## src/rbs_pkg.sv

```systemverilog
package rbs_pkg;

  localparam int Q_WIDTH    = 32;
  localparam int NUM_WIDTH  = 33;
  localparam int THR_WIDTH  = 17;
  localparam int DIST_WIDTH = 31;
  localparam int NUM_AXES   = 3;

  localparam logic signed [Q_WIDTH-1:0] Q_MAX = 32'sh7FFF_FFFF;
  localparam logic signed [Q_WIDTH-1:0] Q_MIN = 32'sh8000_0000;

  // what one axis lane hands to the merge stage
  typedef struct packed {
    logic                      par;
    logic                      pmiss;
    logic signed [Q_WIDTH-1:0] tmin;
    logic signed [Q_WIDTH-1:0] tmax;
  } lane_out_t;

endpackage

```

## src/rbs_merge.sv

```systemverilog
module rbs_merge import rbs_pkg::*; (
  input  logic                  clk,
  input  logic                  en,
  input  lane_out_t             lanes [0:NUM_AXES-1],
  output logic                  hit,
  output logic [DIST_WIDTH-1:0] distance
);

  logic signed [Q_WIDTH-1:0] near_t;
  logic signed [Q_WIDTH-1:0] far_t;
  logic                      miss;

  // fold the lanes into one interval
  always_comb begin
    near_t = Q_MIN;
    far_t  = Q_MAX;
    miss   = 1'b0;
    for (int a = 0; a < NUM_AXES; a++) begin
      if (lanes[a].pmiss) begin
        miss = 1'b1;
      end
      if (!lanes[a].par) begin
        if (lanes[a].tmin > near_t) begin
          near_t = lanes[a].tmin;
        end
        if (lanes[a].tmax < far_t) begin
          far_t = lanes[a].tmax;
        end
      end
    end
    if (near_t > far_t) begin
      miss = 1'b1;
    end
  end

  always_ff @(posedge clk) begin
    if (en) begin
      if (!miss && near_t > 0) begin
        hit      <= 1'b1;
        distance <= near_t[DIST_WIDTH-1:0];
      end else if (!miss && far_t > 0) begin
        hit      <= 1'b1;
        distance <= far_t[DIST_WIDTH-1:0];
      end else begin
        hit      <= 1'b0;
        distance <= '0;
      end
    end
  end

endmodule
```

## config.mk

```make
export PLATFORM = sky130hd
export DESIGN_NAME = rbs_merge
export DESIGN_NICKNAME = d
export VERILOG_FILES = /design/src/rbs_pkg.sv /design/src/rbs_merge.sv
export SDC_FILE = /design/constraint.sdc
export NUM_CORES = 1
export LEC_CHECK = 0
export ABC_CLOCK_PERIOD_IN_PS = 13300
export CAP_MARGIN = 25
export CORE_MARGIN = 10
export CORE_UTILIZATION = 40
export DETAILED_ROUTE_END_ITERATION = 10
export DONT_BUFFER_PORTS = 1
export PLACE_DENSITY = 0.59
export SYNTH_ARGS = -nofsm -noshare
export SYNTH_HDL_FRONTEND = slang
export SYNTH_SLANG_ARGS = --single-unit
```

## constraint.sdc

```tcl
create_clock -name clk -period 13.3 [get_ports clk]
set_clock_uncertainty 0.15 [all_clocks]
set_input_delay 2.66 -clock clk [delete_from_list [all_inputs] [get_ports clk]]
set_output_delay 2.66 -clock clk [all_outputs]
set_load 0.01 [all_outputs]
```

==> results of run 1 <==
-- worst max-delay path, delay by kind of cell --
| family | cells | cell delay [ns] |
|---|---|---|
| AOI/OAI and AO/OA | 18 | 4.11 |
| adders and majority gates | 3 | 0.90 |
| buffers and inverters | 3 | 0.70 |
| muxes | 1 | 0.42 |
| and+or+nand+nor | 13 | 3.04 |
-- cell type report --
cell class	instances	area [µm²]	area share [%]
clock buffers	6	129	1.61
repair buffers	13	110	1.38
well taps	234	293	3.66
inverters	41	154	1.92
multi-input cells	910	6350	79.4
clock inverters	1	5.00	0.0625
flip-flops and latches	32	961	12.0
-- cell families after synthesis --
family,count (synthesis),share of synthesized area (%)
AO/OA/AOI/OAI,277,22.9
XOR/XNOR,4,0.556
adder cells (fa/ha/maj),156,25.5
buffers and inverters,86,4.68
flip-flops,32,12.6
multiplexers,39,5.41
AND/OR/NAND/NOR,434,28.4
-- worst paths after layout --
path | from | slack (ns) | cells after the start | to
worst max-delay path | lanes[186] | 1.37 | 38 | distance[12]
worst min-delay path | en | 2.34 | 0 | distance[8]
-- state kept, by name (all words and copies together) (netlist names) --
| signal | flops |
|---|---|
| hit | 1 |
| distance | 31 |
-- cell usage in the layout (no fill, tap or decap), types with 30 or more instances in the layout --
master,count
nor2_1,115
ha_1,155
a21oi_1,108
a22oi_1,30
nand4_1,43
or3_1,31
inv_1,41
nor4_1,43
o21ai_0,59
edfxtp_1,32
nand2_1,114
mux2i_1,34
-- stage by stage --
step | util [%] | setup WS (ns)
after global placement | 41.8 | 0.841
after global routing | 42.6 | 0.674
after floorplan | - | 2.44
after CTS | 42.5 | 1.01
after detailed placement | 41.8 | 0.728
final | 42.6 | 1.37
-- power groups by stage --
stage | Combinational, mW | Clock [mW] | Sequential (mW)
2_1_floorplan | 0.298 | 0 | 0.129
3_3_place_gp | 0.388 | 0 | 0.132
3_5_place_dp | 0.390 | 0 | 0.132
4_1_cts | 0.392 | 0.109 | 0.130
5_1_grt | 0.450 | 0.113 | 0.131
6_report | 0.397 | 0.108 | 0.130
-- per-layer routing --
| layer | routed length, µm | GRT usage [%] | vias up |
|---|---|---|---|
| met5 | 0 | 0 | - |
| met4 | 613 | 5.07 | 0 |
| met3 | 3670 | 8.61 | 33 |
| met2 | 13400 | 36.9 | 340 |
| met1 | 12500 | 29.0 | 3563 |
| li1 | - | - | 3856 |
==> run_results.csv, run 1 <==
group,metric,value,unit
status,status,"finished, final reports clean",
pwr,p_total,0.634,mW
worst_setup_path,worstSetupStartpointType,"primary input",
placement,port_buffers,0,
sta,fin_crit,11.93,ns
clock_tree,tritoncts,"yes",
floorplan,core_area,18800,µm²
clock_tree,postCtsHoldBufs,0,
detailed_routing,viasPerCell,6.30,
detailed_routing,routedWlPerCell,24.5,µm
pwr,pwr-share-comb,62.6,%
sta,tns,0,ns
logic_synthesis,yosysMostFrequentCell,"ha_1",
logic_synthesis,ys_seq_elements,32,
clock_tree,cts_root_buffer,"clkbuf_16",
floorplan,pin_count,232,
detailed_routing,wl,30300,µm
clock_tree,clk_path_buf_depth,2,
logic_synthesis,yosysTopAreaCellShare,25.4,%
finish,nets,1358,
finish,n_antenna_cell,0,
logic_synthesis,synth_common_cells,"155 x ha_1, 115 x nor2_1, 114 x nand2_1",
worst_setup_path,cp_slowest_stage_delay,0.64,ns
clock_tree,cts.clk_slew.worst_paths,0.05,ns
detailed_routing,firstDrtPassIters,5,
finish,nFillCells,1936,
flow_run,maxCapViolCount,0,
worst_setup_path,crit_arrival,11.88,ns
floorplan,die_w,158,µm
sta,worst_pin_slew,0.789,ns
logic_synthesis,avgSynthCellArea,7.44,µm²
clock_tree,cts.sinks,32,
pwr,irDropWorstVdd,0.0387,mV
finish,layout-drive-gt1-share,4.59,%
global_routing,grt_max_degree,63,
global_routing,grt_use_total,23.1,%
sta,setup_viol,0,
sta,rsz0062_at_grt,"no",
logic_synthesis,ys_warn_count,0,
logic_synthesis,ys.flop_type,"edfxtp_1",
sta,hold_viol,0,
logic_synthesis,yosys.area.top_type,"ha_1",
pwr,switchingPower,0.290,mW
finish,final_cells,1237,
detailed_routing,drt_iter0_markers,682,
logic_synthesis,synthArstFlopShare,0,%
floorplan,initial_core_util,40.8,%
pwr,pwr-share-clk,17.0,%
clock_tree,postCtsSetupBuffers,0,
hold_path,hold_class,"in2reg",
pwr,internal_power,0.344,mW
global_routing,antenna_found_initial,0,
clock_tree,cts_buffers,5,
global_routing,overflow,0,
clock_tree,cts-resized-gates,0,
sta,finalMaxSlewViolations,0,
sta,fmaxAchievable,83.8,MHz
floorplan,dieArea,25100,µm²
pwr,pwr_density_cell,79.3,nW/µm²
placement,place_hpwl,26600,µm
placement,post_dp_cell_area,7850,µm²
global_routing,grt_pass1_vias,7560,
detailed_routing,remaining_drc_errors,0,
placement,dp.cells,1229,
pwr,p_seq_share,20.4,%
worst_setup_path,slowest_stage,"a31oi_4",
finish,area_growth,4.60,%
pwr,switching_share,45.7,%
detailed_routing,vias,7792,
clock_tree,htreeDepth,2,
logic_synthesis,synthesis.nets,1383,
placement,routabilityCongestion,0.977,
worst_setup_path,path_class,"in2reg",
worst_setup_path,crit_fanout,47,
sta,maxSlewHeadroom,47.4,%
worst_setup_path,worst_ep_required_time,13.24,ns
logic_synthesis,seq_area_frac_synth,12.6,%
logic_synthesis,synth-edff-count,32,
worst_setup_path,end_kind,"register",
logic_synthesis,syn_area,7650,µm²
sta,holdWs,2.34,ns
logic_synthesis,synthTopCellsByArea,"ha_1 25%, edfxtp_1 13%, a21oi_1 7.1%",
pwr,leakagePower,3.40,nW
detailed_routing,antenna_left,0,
floorplan,row_count,50,
finish,design_area,8000,µm²
global_routing,grt_pass1_wl,44800,µm
floorplan,die_h,158,µm
worst_setup_path,cp_common_cell,"a21o_1",
sta,fin_crit_sh,89.7,%
logic_synthesis,syn_inst,1028,
logic_synthesis,synth.distinct_cells,80,
Note: power is estimated with default switching activity, not from simulation.
==> run 2, diff against run 1 <==
ABC_CLOCK_PERIOD_IN_PS = 10050   (was 13300)
CAP_MARGIN = 40   (was 25)
PLACE_DENSITY = 0.61   (was 0.59)
clock period = 10.05 ns   (was 13.3 ns; I/O delays follow)
==> run 2 against run 1 <==
Against the previous run: worst setup slack got worse by 1.1 ns; core utilization grew 12 points; via count grew 13%; hold slack worse by 0.65 ns; combinational power grew 80%; global-route usage up 1.6 points; flip-flop and latch count unchanged; sequential share of layout area down 2.6 points; power increased by 67%; final cell count rose by 16%; first-iteration DRC count rose by 8.8%; largest cell class unchanged; largest power group unchanged.
==> run_results.csv, run 2 (synthesized netlist as in run 1, its figures left out) <==
group,metric,value,unit
clock_tree,cts_root_buffer,"clkbuf_16",
worst_setup_path,slowest_stage,"or4_4",
worst_setup_path,end_kind,"register",
finish,area_growth,33.4,%
detailed_routing,remaining_drc_errors,0,
pwr,pwr_density_cell,104,nW/µm²
finish,layout_common_cells,"186 x buf_4, 147 x ha_1, 111 x nor2_1, 109 x nand2_1, 84 x a21oi_1",
global_routing,grt_use_total,24.7,%
worst_setup_path,crit_start,"lanes[194]",
pwr,leakagePower,4.47,nW
sta,maxSlewHeadroom,44.8,%
floorplan,core_area,18800,µm²
sta,fin_crit_sh,97.5,%
hold_path,min-delay-start,"en",
detailed_routing,routed-wl-met3,3580,µm
worst_setup_path,endpoint,"distance[9]",
detailed_routing,drt_iter0_markers,742,
global_routing,grt_max_degree,63,
finish,regMostFlops,"distance",
finish,nFillCells,1810,
placement,dp.cells,1404,
floorplan,dieArea,25100,µm²
sta,setup_viol,0,
finish,nets,1552,
sta,fin_crit,9.80,ns
worst_setup_path,crit_arrival,9.77,ns
clock_tree,clk_path_buf_depth,2,
floorplan,initial_core_util,40.8,%
sta,finalMaxSlewViolations,0,
sta,holdWs,1.69,ns
clock_tree,postCtsHoldBufs,0,
global_routing,grt_pass1_wl,48100,µm
placement,place_hpwl,28300,µm
finish,n_antenna_cell,0,
floorplan,row_count,50,
placement,port_buffers,0,
worst_setup_path,worstSetupStartpointType,"primary input",
finish,layout_commonest_cell,"buf_4",
finish,largest_register_ffs,31,
detailed_routing,highest_layer,"met4",
floorplan,die_w,158,µm
finish,top_regs,"distance: 31 flops, hit: 1 flops",
sta,hold_viol,0,
detailed_routing,vias,8797,
worst_setup_path,crit_fanout,8,
hold_path,hold_class,"in2reg",
clock_tree,htreeDepth,2,
detailed_routing,firstDrtPassIters,5,
worst_setup_path,cp_slowest_stage_delay,0.54,ns
worst_setup_path,path_class,"in2reg",
clock_tree,cts.clk_slew.worst_paths,0.05,ns
clock_tree,cts_buffers,5,
finish,layout-drive-gt1-share,27.5,%
pwr,p_total,1.06,mW
clock_tree,cts.sinks,32,
detailed_routing,routedWlPerCell,23.2,µm
global_routing,grt_pass1_vias,8260,
detailed_routing,wl,33300,µm
detailed_routing,antenna_left,0,
sta,rsz0062_at_grt,"yes",
finish,final_cells,1432,
detailed_routing,route.met2.wl,15300,µm
global_routing,antenna_found_initial,0,
sta,worst_pin_slew,0.826,ns
pwr,irDropWorstVdd,0.0684,mV
floorplan,pin_count,232,
worst_setup_path,worst_ep_required_time,10.03,ns
global_routing,overflow,0,
detailed_routing,wl_met1,13700,µm
sta,fmaxAchievable,102,MHz
status,status,"finished, final reports clean",
clock_tree,tritoncts,"yes",
detailed_routing,viasPerCell,6.14,
placement,routabilityCongestion,0.966,
flow_run,maxCapViolCount,0,
floorplan,die_h,158,µm
finish,post-route-util,54.4,%
[run 2: cell types whose count changed in the layout (fill, tap and decap cells not counted), sizes merged]
cell,previous run,this run
buf,13,203
bufinv,0,1
clkbuf,6,9
o21ai,62,63
[run 2: layout make-up]
type / instances / area [µm²] / area share (%)
multi-input combinational: 911 / 6910 / 67.7
timing repair buffer: 206 / 1720 / 16.9
sequential: 32 / 961 / 9.42
tap: 234 / 293 / 2.87
inverter: 41 / 154 / 1.51
clock buffer: 6 / 129 / 1.26
clock inverter: 2 / 35.0 / 0.343
[run 2: how the worst min path moves through the flow]
stage	end	slack, ns	cells past startpoint
2_1_floorplan	distance[0]	1.97	0
3_3_place_gp	distance[7]	1.98	0
3_5_place_dp	distance[7]	1.98	0
4_1_cts	distance[8]	1.69	0
5_1_grt	distance[8]	1.68	0
6_report	distance[8]	1.69	0
[run 2: per-layer routing]
layer  vias up  GRT usage (%)
met3        47           7.04
met1      4059           31.6
met4         0           5.73
met2       432           40.1
met5         -              0
li1       4259              -
[run 2: power breakdown]
part / switching, mW / leakage, nW / total [mW] / internal (mW)
clock network: 0.0557 / 0.0808 / 0.172 / 0.116
registers: 0.0103 / 0.304 / 0.170 / 0.160
logic: 0.380 / 4.09 / 0.714 / 0.335
[run 2: repair_timing]
item,4_1_cts,5_1_grt
pin swaps,0,45
setup endpoints to repair,31,32
cloned,0,6
gates resized for setup,3,136
setup buffers,0,14
[run 2: worst max-delay path: cells and delay by family]
kind / cells / cell delay, ns
simple gates: 11 / 2.21
mux: 1 / 0.32
fa+ha+maj: 3 / 0.85
buf+inv: 8 / 1.25
compound gates: 19 / 3.15
[run 2: metrics by stage]
stage	setup TNS (ns)	area [µm²]	setup WS (ns)
after floorplan	0	7660	0.0629
after detailed placement	-10.31	9200	-0.368
after CTS	0	9380	0.0300
after global placement	-8.65	9200	-0.279
after global routing	-0.721	10200	-0.0638
final	0	10200	0.255
==> run 3, diff against run 2 <==
HOLD_SLACK_MARGIN = 0.08   (was not set)
MAX_ROUTING_LAYER = met4   (was not set)
==> run 3 against run 2 <==
Against the previous run: via count is 0.56% higher; sequential share of layout area is 0.27 points higher; die area unchanged; first-iteration DRC count up 1.5%; sequential power is essentially flat; clock-buffer cell count down 1.
==> run_results.csv, run 3 (synthesized netlist as in run 1, its figures left out) <==
group,metric,value,unit
placement,port_buffers,0,
worst_setup_path,crit_arrival,9.71,ns
finish,multi_input_area,6740,µm²
floorplan,pin_count,232,
status,status,"finished, final reports clean",
global_routing,grt_pass1_vias,8254,
sta,worst_pin_slew,0.792,ns
finish,seqCellArea,961,µm²
finish,final_cells,1419,
hold_path,hold_class,"in2reg",
sta,fin_crit,9.85,ns
worst_setup_path,worstSetupStartpointType,"primary input",
clock_tree,cts.clk_slew.worst_paths,0.05,ns
global_routing,overflow,0,
global_routing,busiest_layer,"met2",
global_routing,antenna_found_initial,0,
clock_tree,tritoncts,"yes",
detailed_routing,routedWlPerCell,23.1,µm
pwr,internal_power,0.579,mW
pwr,pwr-share-comb,69.5,%
detailed_routing,antenna_left,0,
finish,n_antenna_cell,0,
global_routing,grt_max_degree,63,
finish,layout_commonest_cell,"buf_4",
floorplan,row_count,50,
detailed_routing,viasPerCell,6.23,
placement,dp.cells,1380,
detailed_routing,remaining_drc_errors,0,
floorplan,core_area,18800,µm²
worst_setup_path,worst_ep_required_time,9.92,ns
pwr,pwr_density_cell,102,nW/µm²
finish,area_growth,29.7,%
worst_setup_path,slowest_stage,"or4_4",
clock_tree,cts_buffers,5,
pwr,leakagePower,4.37,nW
floorplan,die_w,158,µm
sta,fmaxAchievable,102,MHz
global_routing,met3_usage,7.66,%
finish,largest_register_ffs,31,
floorplan,dieArea,25100,µm²
finish,layout_common_cells,"174 x buf_4, 151 x ha_1, 112 x nor2_1, 110 x nand2_1, 84 x a21oi_1",
pwr,irDropWorstVdd,0.0567,mV
global_routing,met1_usage,30.2,%
worst_setup_path,cp_slowest_stage_delay,0.55,ns
sta,finalMaxSlewViolations,0,
pwr,pwr-share-clk,13.7,%
worst_setup_path,cp_common_cell,"buf_4",
sta,rsz0062_at_grt,"yes",
sta,setup_viol,0,
pwr,p_seq_share,16.8,%
clock_tree,cts_root_buffer,"clkbuf_16",
global_routing,use_met2,39.2,%
detailed_routing,vias,8846,
sta,hold_viol,0,
pwr,switchingPower,0.435,mW
clock_tree,clk_path_buf_depth,2,
floorplan,die_h,158,µm
placement,routabilityCongestion,1.07,
floorplan,initial_core_util,40.8,%
clock_tree,htreeDepth,2,
finish,top_regs,"distance: 31 flops, hit: 1 flops",
clock_tree,cts.sinks,32,
placement,place_hpwl,28100,µm
detailed_routing,wl,32800,µm
detailed_routing,firstDrtPassIters,5,
detailed_routing,drt_iter0_markers,753,
pwr,switching_share,42.9,%
worst_setup_path,end_kind,"register",
placement,post_dp_cell_area,9020,µm²
finish,design_area,9920,µm²
worst_setup_path,crit_fanout,10,
finish,regMostFlops,"distance",
clock_tree,postCtsHoldBufs,0,
sta,layout_setup_ws,0.202,ns
placement,dp_slack,-0.337,ns
global_routing,grt_use_total,24.9,%
sta,maxSlewHeadroom,47.1,%
finish,nFillCells,1794,
worst_setup_path,path_class,"in2reg",
finish,layout-drive-gt1-share,25.0,%
finish,nets,1540,
global_routing,grt_pass1_wl,47300,µm
flow_run,maxCapViolCount,0,
sta,fin_crit_sh,98.0,%
run 3: changes by cell type in the layout (fill, tap and decap cells not counted), sizes merged:
| cell | change |
|---|---|
| clkinv | +1 |
| buf | -13 |
| bufinv | -1 |
run 3: cell type report:
| type | instances | area share, % |
|---|---|---|
| Inverter | 41 | 1.55 |
| Tap cell | 234 | 2.95 |
| Clock buffer | 5 | 1.26 |
| Multi-Input combinational cell | 911 | 67.9 |
| Timing Repair Buffer | 194 | 16.5 |
| Sequential cell | 32 | 9.69 |
| Clock inverter | 2 | 0.0757 |
run 3: stage by stage:
step / power [mW] / hold slack, ns / utilization, % / setup TNS [ns]
after detailed placement: 0.788 / 1.98 / 48.1 / -9.62
after CTS: 0.933 / 1.69 / 48.9 / 0
after global placement: 0.782 / 1.98 / 48.1 / -3.66
final: 1.01 / 1.69 / 52.8 / 0
after global routing: 1.10 / 1.68 / 52.8 / -3.40
after floorplan: 0.566 / 1.97 / - / 0
run 3: worst paths after layout:
kind | startpoint | to | depth (start not counted)
worst max-delay path | lanes[186] | distance[12] | 39
worst min-delay path | en | distance[9] | 0
run 3: metal layers:
| layer | wire length [µm] | vias to the layer above |
|---|---|---|
| li1 | - | 4241 |
| met1 | 13100 | 4071 |
| met2 | 14800 | 455 |
| met3 | 3830 | 79 |
| met4 | 1090 | 0 |
| met5 | 0 | - |
run 3: timing repair:
action,4_1_cts,5_1_grt
pin swaps,1,22
setup buffers,2,25
resized for setup,3,103
setup endpoints to repair,31,32
cloned,0,5
run 3: worst max-delay path, delay by kind of cell:
family | cells | cell delay, ns
AOI/OAI and AO/OA | 13 | 2.62
adders and majority gates | 3 | 0.74
muxes | 1 | 0.11
and+or+nand+nor | 10 | 2.10
buffers and inverters | 12 | 2.11
run 3: power groups by stage:
stage               clock network [mW]  logic [mW]  registers (mW)
CTS                              0.141       0.620           0.171
floorplan                            0       0.396           0.170
finish                           0.139       0.705           0.170
detailed placement                   0       0.614           0.174
global route                     0.148       0.777           0.171
global placement                     0       0.609           0.174
